## config.mk

```make
export PLATFORM = sky130hd
export DESIGN_NAME = time_range_render_scheduler_flat
export DESIGN_NICKNAME = d
export VERILOG_FILES = /design/src/trrs_pkg.sv /design/src/trrs_if.sv /design/src/time_range_render_scheduler.sv /design/src/trrs_cell.sv /design/src/flat_wrapper.sv
export SDC_FILE = /design/constraint.sdc
export NUM_CORES = 2
export LEC_CHECK = 0
export BUFFER_PORTS_ARGS = -buffer_cell sky130_fd_sc_hd__clkbuf_2
export CAP_MARGIN = 10
export CORE_ASPECT_RATIO = 0.6
export CORE_UTILIZATION = 55
export CTS_BUF_LIST = sky130_fd_sc_hd__clkbuf_4
export CTS_CLUSTER_DIAMETER = 50
export DETAILED_ROUTE_END_ITERATION = 10
export GPL_ROUTABILITY_DRIVEN = 0
export PLACE_DENSITY = 0.72
export SKIP_CTS_REPAIR_TIMING = 1
export SLEW_MARGIN = 20
export SYNTH_ARGS = -nofsm -noshare
export SYNTH_HDL_FRONTEND = slang
export SYNTH_SLANG_ARGS = --single-unit
export TNS_END_PERCENT = 50
```

## constraint.sdc

```tcl
create_clock -name clk_i -period 9.85 [get_ports clk_i]
set_clock_uncertainty 0.1 [all_clocks]
set_input_delay 2.4625 -clock clk_i [delete_from_list [all_inputs] [get_ports clk_i]]
set_output_delay 2.4625 -clock clk_i [all_outputs]
set_load 0.02 [all_outputs]
```

## src/trrs_pkg.sv

```systemverilog
// package for the time range render scheduler: sizes, codes and types
package trrs_pkg;

  localparam int unsigned MAX_RANGES = 16;
  localparam int unsigned IDX_W      = (MAX_RANGES > 1) ? $clog2(MAX_RANGES) : 1;
  localparam int unsigned CNT_W      = $clog2(MAX_RANGES + 1);

  typedef enum logic [1:0] {
    CMD_ADD   = 2'd0,
    CMD_QUERY = 2'd1,
    CMD_DRAWN = 2'd2,
    CMD_CLEAR = 2'd3
  } cmd_e;

  typedef enum logic [1:0] {
    TYPE_ONCE       = 2'd0,
    TYPE_CONTINUOUS = 2'd1,
    TYPE_NONE       = 2'd2,
    TYPE_UNUSED     = 2'd3
  } range_type_e;

  // one stored range
  typedef struct packed {
    logic signed [31:0] start;
    logic [1:0]         rtype;
    logic               upd;
  } entry_t;

  // per-cell control from the top level
  typedef struct packed {
    logic ins;  // an add is being written this cycle
    logic occ;  // cell holds a live range
  } cell_ctl_t;

endpackage

```

## src/trrs_if.sv

```systemverilog
// handshake channels for command words and result words
interface trrs_req_if;
  logic               valid;
  logic               ready;
  logic [1:0]         cmd;
  logic signed [31:0] time_value;
  logic [1:0]         range_type;
  logic               update_flag;

  modport source (output valid, cmd, time_value, range_type, update_flag, input ready);
  modport sink   (input valid, cmd, time_value, range_type, update_flag, output ready);
endinterface

interface trrs_rsp_if;
  logic       valid;
  logic       ready;
  logic       found;
  logic [3:0] range_index;
  logic       active_bit;
  logic       prefetch_bit;
  logic       need_clean;
  logic       status;

  modport source (output valid, found, range_index, active_bit, prefetch_bit, need_clean,
                  status, input ready);
  modport sink   (input valid, found, range_index, active_bit, prefetch_bit, need_clean,
                  status, output ready);
endinterface

```

## src/time_range_render_scheduler.sv

```systemverilog
// top level of the time range render scheduler: cell chain, draw record, result register
// the result word is registered: it is valid in the cycle after its command word is accepted
// throughput: one command word per cycle while results are taken; every cell compares and shifts in that cycle
// a new command is taken while the result register is empty or being emptied
// reset: range count, draw record and result valid clear; stored ranges are left as is
module time_range_render_scheduler (
  input  logic          clk_i,
  input  logic          rst_ni,
  trrs_req_if.sink      req_i,
  trrs_rsp_if.source    rsp_o
);

  localparam int unsigned N = trrs_pkg::MAX_RANGES;

  // chain wiring
  trrs_pkg::entry_t    entry [N];
  trrs_pkg::entry_t    prev  [N];
  trrs_pkg::cell_ctl_t ctl   [N];
  logic [N-1:0]        le;
  logic [N-1:0]        le_prev;
  logic [N-1:0]        hit;     // last cell at or before the time
  logic [N-1:0]        is_last; // last live cell

  logic [trrs_pkg::CNT_W-1:0] count_q, count_d;
  logic [trrs_pkg::IDX_W-1:0] drawn_idx_q, drawn_idx_d;
  logic                       drawn_vld_q, drawn_vld_d;

  logic       rsp_vld_q;
  logic       found_q, found_d;
  logic [3:0] index_q, index_d;
  logic       active_q, active_d;
  logic       prefetch_q, prefetch_d;
  logic       clean_q, clean_d;
  logic       status_q, status_d;

  logic accept;
  logic full;
  logic do_insert;
  trrs_pkg::entry_t new_entry;

  // hit-side selections
  logic [trrs_pkg::IDX_W-1:0] hit_idx;
  logic [3:0]                 hit_idx4;
  logic [1:0]                 hit_type;
  logic                       hit_upd;
  logic                       hit_last;
  logic                       hit_drawn;

  assign req_i.ready = !rsp_vld_q || rsp_o.ready;
  assign accept      = req_i.valid && req_i.ready;
  assign full        = (count_q >= trrs_pkg::CNT_W'(N));
  assign do_insert   = accept && (trrs_pkg::cmd_e'(req_i.cmd) == trrs_pkg::CMD_ADD) && !full;

  assign new_entry.start = req_i.time_value;
  assign new_entry.rtype = req_i.range_type;
  assign new_entry.upd   = req_i.update_flag;

  // cell i takes the new range when it sits just past the last start <= time,
  // otherwise it takes its left neighbor's range if it is past that point
  for (genvar i = 0; i < N; i++) begin : g_cell
    if (i == 0) begin : g_head
      assign le_prev[i] = 1'b1;
      assign prev[i]    = new_entry;
    end else begin : g_body
      assign le_prev[i] = le[i-1];
      assign prev[i]    = entry[i-1];
    end

    assign ctl[i].ins = do_insert;
    assign ctl[i].occ = (trrs_pkg::CNT_W'(i) < count_q);

    if (i == N - 1) begin : g_tail
      assign hit[i]     = le[i];
      assign is_last[i] = ctl[i].occ;
    end else begin : g_mid
      assign hit[i]     = le[i] && !le[i+1];
      assign is_last[i] = ctl[i].occ && !ctl[i+1].occ;
    end

    trrs_cell u_cell (
      .clk_i     (clk_i),
      .ctl_i     (ctl[i]),
      .time_i    (req_i.time_value),
      .new_i     (new_entry),
      .prev_i    (prev[i]),
      .le_prev_i (le_prev[i]),
      .entry_o   (entry[i]),
      .le_o      (le[i])
    );
  end

  // one-hot hit turned into index and selected fields
  always_comb begin
    hit_idx  = '0;
    hit_idx4 = '0;
    hit_type = '0;
    hit_upd  = 1'b0;
    hit_last = 1'b0;
    for (int i = 0; i < N; i++) begin
      if (hit[i]) begin
        hit_idx  = hit_idx  | trrs_pkg::IDX_W'(i);
        hit_idx4 = hit_idx4 | 4'(i);
        hit_type = hit_type | entry[i].rtype;
        hit_upd  = hit_upd  | entry[i].upd;
        hit_last = hit_last | is_last[i];
      end
    end
  end

  assign hit_drawn = drawn_vld_q && hit[drawn_idx_q];

  // state updates and result word
  always_comb begin
    count_d     = count_q;
    drawn_idx_d = drawn_idx_q;
    drawn_vld_d = drawn_vld_q;
    found_d     = 1'b0;
    index_d     = '0;
    active_d    = 1'b0;
    prefetch_d  = 1'b0;
    clean_d     = 1'b0;
    status_d    = 1'b0;
    case (trrs_pkg::cmd_e'(req_i.cmd))
      trrs_pkg::CMD_ADD: begin
        if (full) begin
          status_d = 1'b1;
        end else begin
          count_d = count_q + 1'b1;
        end
      end
      trrs_pkg::CMD_QUERY: begin
        if (le[0]) begin
          found_d = 1'b1;
          index_d = hit_idx4;
          if (trrs_pkg::range_type_e'(hit_type) == trrs_pkg::TYPE_CONTINUOUS) begin
            active_d   = 1'b1;
            prefetch_d = 1'b1;
          end else begin
            prefetch_d = hit_upd && !hit_last;
            active_d   = (trrs_pkg::range_type_e'(hit_type) == trrs_pkg::TYPE_ONCE)
                         && !hit_drawn;
            clean_d    = hit_last && hit_drawn;
          end
        end
      end
      trrs_pkg::CMD_DRAWN: begin
        if (le[0]) begin
          found_d     = 1'b1;
          index_d     = hit_idx4;
          drawn_idx_d = hit_idx;
          drawn_vld_d = 1'b1;
        end else begin
          drawn_idx_d = '0;
          drawn_vld_d = 1'b0;
        end
      end
      trrs_pkg::CMD_CLEAR: begin
        drawn_idx_d = '0;
        drawn_vld_d = 1'b0;
      end
      default: begin
        status_d = 1'b0;
      end
    endcase
  end

  always_ff @(posedge clk_i or negedge rst_ni) begin
    if (!rst_ni) begin
      count_q     <= '0;
      drawn_idx_q <= '0;
      drawn_vld_q <= 1'b0;
      rsp_vld_q   <= 1'b0;
    end else begin
      if (accept) begin
        count_q     <= count_d;
        drawn_idx_q <= drawn_idx_d;
        drawn_vld_q <= drawn_vld_d;
        rsp_vld_q   <= 1'b1;
      end else if (rsp_o.ready) begin
        rsp_vld_q <= 1'b0;
      end
    end
  end

  // result payload, loaded with each accepted command
  always_ff @(posedge clk_i) begin
    if (accept) begin
      found_q    <= found_d;
      index_q    <= index_d;
      active_q   <= active_d;
      prefetch_q <= prefetch_d;
      clean_q    <= clean_d;
      status_q   <= status_d;
    end
  end

  assign rsp_o.valid        = rsp_vld_q;
  assign rsp_o.found        = found_q;
  assign rsp_o.range_index  = index_q;
  assign rsp_o.active_bit   = active_q;
  assign rsp_o.prefetch_bit = prefetch_q;
  assign rsp_o.need_clean   = clean_q;
  assign rsp_o.status       = status_q;

endmodule

```

## src/trrs_cell.sv

```systemverilog
// one slot of the sorted range chain: compare against time, hold or shift on insert
module trrs_cell (
  input  logic               clk_i,
  input  trrs_pkg::cell_ctl_t ctl_i,
  input  logic signed [31:0] time_i,
  input  trrs_pkg::entry_t   new_i,
  input  trrs_pkg::entry_t   prev_i,
  input  logic               le_prev_i,
  output trrs_pkg::entry_t   entry_o,
  output logic               le_o
);

  trrs_pkg::entry_t entry_q, entry_d;

  // live range that starts at or before the given time
  assign le_o    = ctl_i.occ && (entry_q.start <= time_i);
  assign entry_o = entry_q;

  always_comb begin
    entry_d = entry_q;
    if (ctl_i.ins && !le_o) begin
      if (le_prev_i) begin
        entry_d = new_i;
      end else begin
        entry_d = prev_i;
      end
    end
  end

  always_ff @(posedge clk_i) begin
    entry_q <= entry_d;
  end

endmodule

```

## src/flat_wrapper.sv

```systemverilog
// flat-port wrapper written by rule: the top's interface ports become plain ports
module time_range_render_scheduler_flat 
  (clk_i, rst_ni, req_i_valid, req_i_cmd, req_i_time_value, req_i_range_type, req_i_update_flag, req_i_ready, rsp_o_valid, rsp_o_found, rsp_o_range_index, rsp_o_active_bit, rsp_o_prefetch_bit, rsp_o_need_clean, rsp_o_status, rsp_o_ready);
  trrs_req_if req_i_i ();
  trrs_rsp_if rsp_o_i ();
  input  logic clk_i;
  input  logic rst_ni;
  input wire logic [$bits(req_i_i.valid)-1:0] req_i_valid;
  input wire logic [$bits(req_i_i.cmd)-1:0] req_i_cmd;
  input wire logic [$bits(req_i_i.time_value)-1:0] req_i_time_value;
  input wire logic [$bits(req_i_i.range_type)-1:0] req_i_range_type;
  input wire logic [$bits(req_i_i.update_flag)-1:0] req_i_update_flag;
  output wire logic [$bits(req_i_i.ready)-1:0] req_i_ready;
  output wire logic [$bits(rsp_o_i.valid)-1:0] rsp_o_valid;
  output wire logic [$bits(rsp_o_i.found)-1:0] rsp_o_found;
  output wire logic [$bits(rsp_o_i.range_index)-1:0] rsp_o_range_index;
  output wire logic [$bits(rsp_o_i.active_bit)-1:0] rsp_o_active_bit;
  output wire logic [$bits(rsp_o_i.prefetch_bit)-1:0] rsp_o_prefetch_bit;
  output wire logic [$bits(rsp_o_i.need_clean)-1:0] rsp_o_need_clean;
  output wire logic [$bits(rsp_o_i.status)-1:0] rsp_o_status;
  input wire logic [$bits(rsp_o_i.ready)-1:0] rsp_o_ready;
  assign req_i_i.valid = req_i_valid;
  assign req_i_i.cmd = req_i_cmd;
  assign req_i_i.time_value = req_i_time_value;
  assign req_i_i.range_type = req_i_range_type;
  assign req_i_i.update_flag = req_i_update_flag;
  assign req_i_ready = req_i_i.ready;
  assign rsp_o_valid = rsp_o_i.valid;
  assign rsp_o_found = rsp_o_i.found;
  assign rsp_o_range_index = rsp_o_i.range_index;
  assign rsp_o_active_bit = rsp_o_i.active_bit;
  assign rsp_o_prefetch_bit = rsp_o_i.prefetch_bit;
  assign rsp_o_need_clean = rsp_o_i.need_clean;
  assign rsp_o_status = rsp_o_i.status;
  assign rsp_o_i.ready = rsp_o_ready;
  time_range_render_scheduler u_core (.clk_i(clk_i), .rst_ni(rst_ni), .req_i(req_i_i), .rsp_o(rsp_o_i));
endmodule
```

==> summary.md <==
From synthesis to final layout, the design area changed by 9.49%. The H-tree was split into 4 levels. The tools report the area of the core region as 63300 um2. The category of the critical setup timing path is input port to flop. The number of slew-limit violations in the final report was 0. Type of destination of the critical path: a flop. For this run, asynchronously set or reset flops after synthesis account for 1.90%.

The path class of the tightest hold or removal check is flop to flop. Summed over all cells, the static leakage comes to 15.0 nW. Dividing total power by cell area gives a power density of 141 nW/um2. From left edge to right edge, the die measures 331 um. The root buffer cell chosen for the clock tree is clkbuf_4. Flop-to-flop setup slack: 4.81 ns. The run finished, with violations left. The transition time at the pin with the least slew margin came out at 1.23 ns. Setup repair after global routing left no endpoint under its margin. The synthesis-stage register bit count is 580. Counting the buffers created by CTS gives 142.

Measured against its own limit, the worst slew margin works out to 17.4%. The clock net in this run drives a total of 580 sinks. The critical path goes through clkbuf_2 > clkinv_1 > ha_1 > nand4_1 > nor4_1 > a32oi_1 > o31a_1 > a311oi_4 > buf_4 > and2_4 > nand2_1 > o21ai_0 > o221ai_1 > nor4_1 > a311oi_1. The worst-case IR drop observed on VDD is 0.110 mV. The number of antenna violations at the first check in global routing is 6, and the detailed-route vias per instance is 6.78. The count of standard-cell rows came out at 71.

Synthesis produced a netlist with a net count of 3684. The total congestion overflow after global routing was 0. The cell depth of the worst flop-to-flop path was 13. Before antenna repair, the detailed router went through 10 iterations. TritonCTS built the clock tree.

The Yosys step of the flow raised 0 warnings. In the final design database the tool counted 3851 nets. The final hold slack is 0.438 ns, and the synthesized cell area is 35600 um2. Fill cells in the final layout number 4969. The DRC violations left came out at 1. The longest clock path from root to sink contains 3 buffers. The checks that failed: DRC. The clock edge transition at the registers on the reported setup and hold paths is 0.09 ns.

In this run the mean area of a mapped cell was 11.4 um2. The final routed wire length divided by cell count was 27.8 um; the data required time at the worst endpoint was 10.41 ns. Along the worst path, the maximum fanout reaches 15. Via count of the routed design: 28.7k. The die covers 65800 um2.

During I/O placement, the number of pins put on the boundary was 52. Counting flops with a built-in enable in the synthesized netlist gives 569. For the clock latency on the worst-skew pair, the log shows 0.94 ns. The library cell appearing most often on the critical path is nor4_1. The post-route netlist has 18.3% of its cells at a drive strength greater than 1. The all-layer global routing usage is 35.9%. At the worst endpoint, the arrival time is 8.04 ns. Setup violations remaining at the end of the flow were counted as 0. On the critical path, the stage with the largest delay is an instance of clkinv_1.

Port buffering added 51 buffers. Measured along the y axis, the die boundary spans 199 um. The worst setup path is launched from an input port. The logs give 56.3% for the starting utilization of the core area and 134 MHz for the fmax. The first global-routing pass estimated 173000 um of wire. The detailed router's first-iteration violation count is 4390. The post-route fraction of the period consumed by the critical path works out to 76.0%. In the final timing run, aggregate negative setup slack is 0 ns.

The number of different library cells used by synthesis comes to 80. The pin count of the biggest net entering global routing is 74. The number of endpoints with negative hold slack in the final report is 0. The hold path depth was 2; the number of nets still failing antenna checks after routing was 0.

For this run, the register share of the synthesized area comes to 48.7%. Max-cap violations in this run came to 0. For this run, the leading register cell type out of synthesis is edfxtp_1.

Detailed placement finished with a half-perimeter wire length of 85100 um. The via count of the first global-routing pass was 27.3k; the total routed wirelength was 118000 um. Subtracting the final worst setup slack from the clock period gives 7.48 ns.

Synthesis produced 3125 cells. On the worst path, the slowest cell contributes a delay of 0.79 ns.
## stage by stage
step | cells | setup slack, ns | area (um2) | total power, mW | utilization [%]
after floorplan | 3125 | 2.48 | 35600 | 3.24 | -
after global placement | 3987 | 2.01 | 37300 | 3.46 | 58.8
after detailed placement | 3987 | 1.82 | 37300 | 3.49 | 58.8
after CTS | 4226 | 2.79 | 39000 | 5.49 | 61.6
after global routing | 4232 | 2.42 | 39000 | 5.69 | 61.6
final | 4237 | 2.37 | 39000 | 5.51 | 61.6
## power by group
part	switching, mW	internal (mW)
combinational	0.484	0.251
sequential	0.0115	2.73
clock	1.04	0.994
## logic make-up (layout without fill, tap and decap cells)
kind of cell / after synthesis / after routing / share of synthesized area, %
adder cells (fa/ha/maj): 518 / 518 / 18.2
AND/OR/NAND/NOR: 838 / 838 / 11.0
XOR/XNOR: 3 / 3 / 0.0737
other: 0 / 11 / 0
AO/OA/AOI/OAI: 765 / 765 / 12.5
multiplexers: 240 / 240 / 7.58
buffers and inverters: 181 / 443 / 1.94
flip-flops: 580 / 580 / 48.7
## Yosys cell counts (4+ instances only)
master	count	area share, %
a211o_1	5	0.12
a211oi_1	14	0.29
a21boi_0	12	0.25
a21o_1	25	0.53
a21oi_1	213	3.0
a221o_1	10	0.28
a221oi_1	14	0.34
a22o_1	4	0.098
a22oi_1	12	0.25
a31oi_1	4	0.070
and2_1	10	0.18
and3_1	11	0.19
and4_1	9	0.22
buf_1	9	0.095
buf_2	10	0.14
clkbuf_1	82	0.86
clkinv_1	33	0.35
dfrtp_1	11	0.77
edfxtp_1	569	48
ha_1	518	18
inv_1	47	0.50
mux2_2	238	7.5
nand2_1	455	4.8
nand2b_1	9	0.16
nand3_1	64	0.90
nand4_1	98	1.7
nor2_1	69	0.73
nor2b_1	19	0.33
nor3_1	20	0.28
nor3b_1	8	0.17
nor4_1	32	0.56
o211ai_1	19	0.40
o21a_1	8	0.17
o21ai_0	366	5.1
o31ai_1	6	0.13
o32ai_1	4	0.098
or3_1	10	0.18
or4_1	6	0.13
## cell usage in the layout, fill, tap and decap left out, drive strengths merged, types with 64 or more instances in the layout
cell      n
edfxtp  569
ha      518
nand2   455
o21ai   367
clkbuf  261
mux2    238
a21oi   214
nand4    98
buf      73
nor2     70
nand3    64
## sequential cells by signal (all words and copies together) (netlist names)
| signal | flops |
|---|---|
| u_core.rsp_o.valid | 1 |
| u_core.rsp_o.range_index | 4 |
| u_core.drawn_vld_q | 1 |
| u_core.count_q | 5 |
| u_core.rsp_o.status | 1 |
| u_core.rsp_o.active_bit | 1 |
| u_core.drawn_idx_q | 4 |
| u_core.g_cell.u_cell.entry_o | 560 |
| u_core.rsp_o.need_clean | 1 |
| u_core.rsp_o.found | 1 |
| u_core.rsp_o.prefetch_bit | 1 |
## worst max-delay path: cells and delay by family
family | cells | cell delay, ns
compound gates | 6 | 1.69
buf+inv | 3 | 1.55
fa+ha+maj | 1 | 0.65
simple gates | 5 | 1.64
## layer usage
layer / track usage [%] / wire length (um) / up-vias / part of all wire, %
met4: 10.9 / 3510 / 0 / 3.0
met5: 0 / 0 / - / 0
li1: - / - / 12496 / -
met3: 15.1 / 20200 / 307 / 17
met1: 53.4 / 49800 / 13722 / 42
met2: 46.5 / 44400 / 2210 / 38
## path summary, 6_finish.rpt
| path | endpoint | from |
|---|---|---|
| setup / recovery | u_core.rsp_o.active_bit$_SDFFCE_PN0P_ | req_i_time_value[30] |
| hold / removal | u_core.drawn_vld_q$_DFFE_PN0P_ | u_core.drawn_vld_q$_DFFE_PN0P_ |
| setup reg to reg | u_core.rsp_o.active_bit$_SDFFCE_PN0P_ | u_core.g_cell[7].u_cell.entry_o[30]$_DFFE_PP_ |
| hold reg to reg | u_core.drawn_vld_q$_DFFE_PN0P_ | u_core.drawn_vld_q$_DFFE_PN0P_ |
| max in group asynchronous | u_core.count_q[4]$_DFFE_PN0P_ | rst_ni |
| min in group asynchronous | u_core.count_q[1]$_DFFE_PN0P_ | rst_ni |
## layout make-up
| cell class | count | area [um2] | area share (%) |
|---|---|---|---|
| timing repair buffer | 124 | 803 | 2.06 |
| clock inverter | 29 | 139 | 0.356 |
| sequential | 580 | 17400 | 44.5 |
| tap | 839 | 1050 | 2.69 |
| antenna | 11 | 27.5 | 0.0706 |
| clock buffer | 210 | 1580 | 4.04 |
| multi-input combinational | 2364 | 17800 | 45.5 |
| inverter | 80 | 300 | 0.770 |
Note: power is estimated with default switching activity, not from simulation.
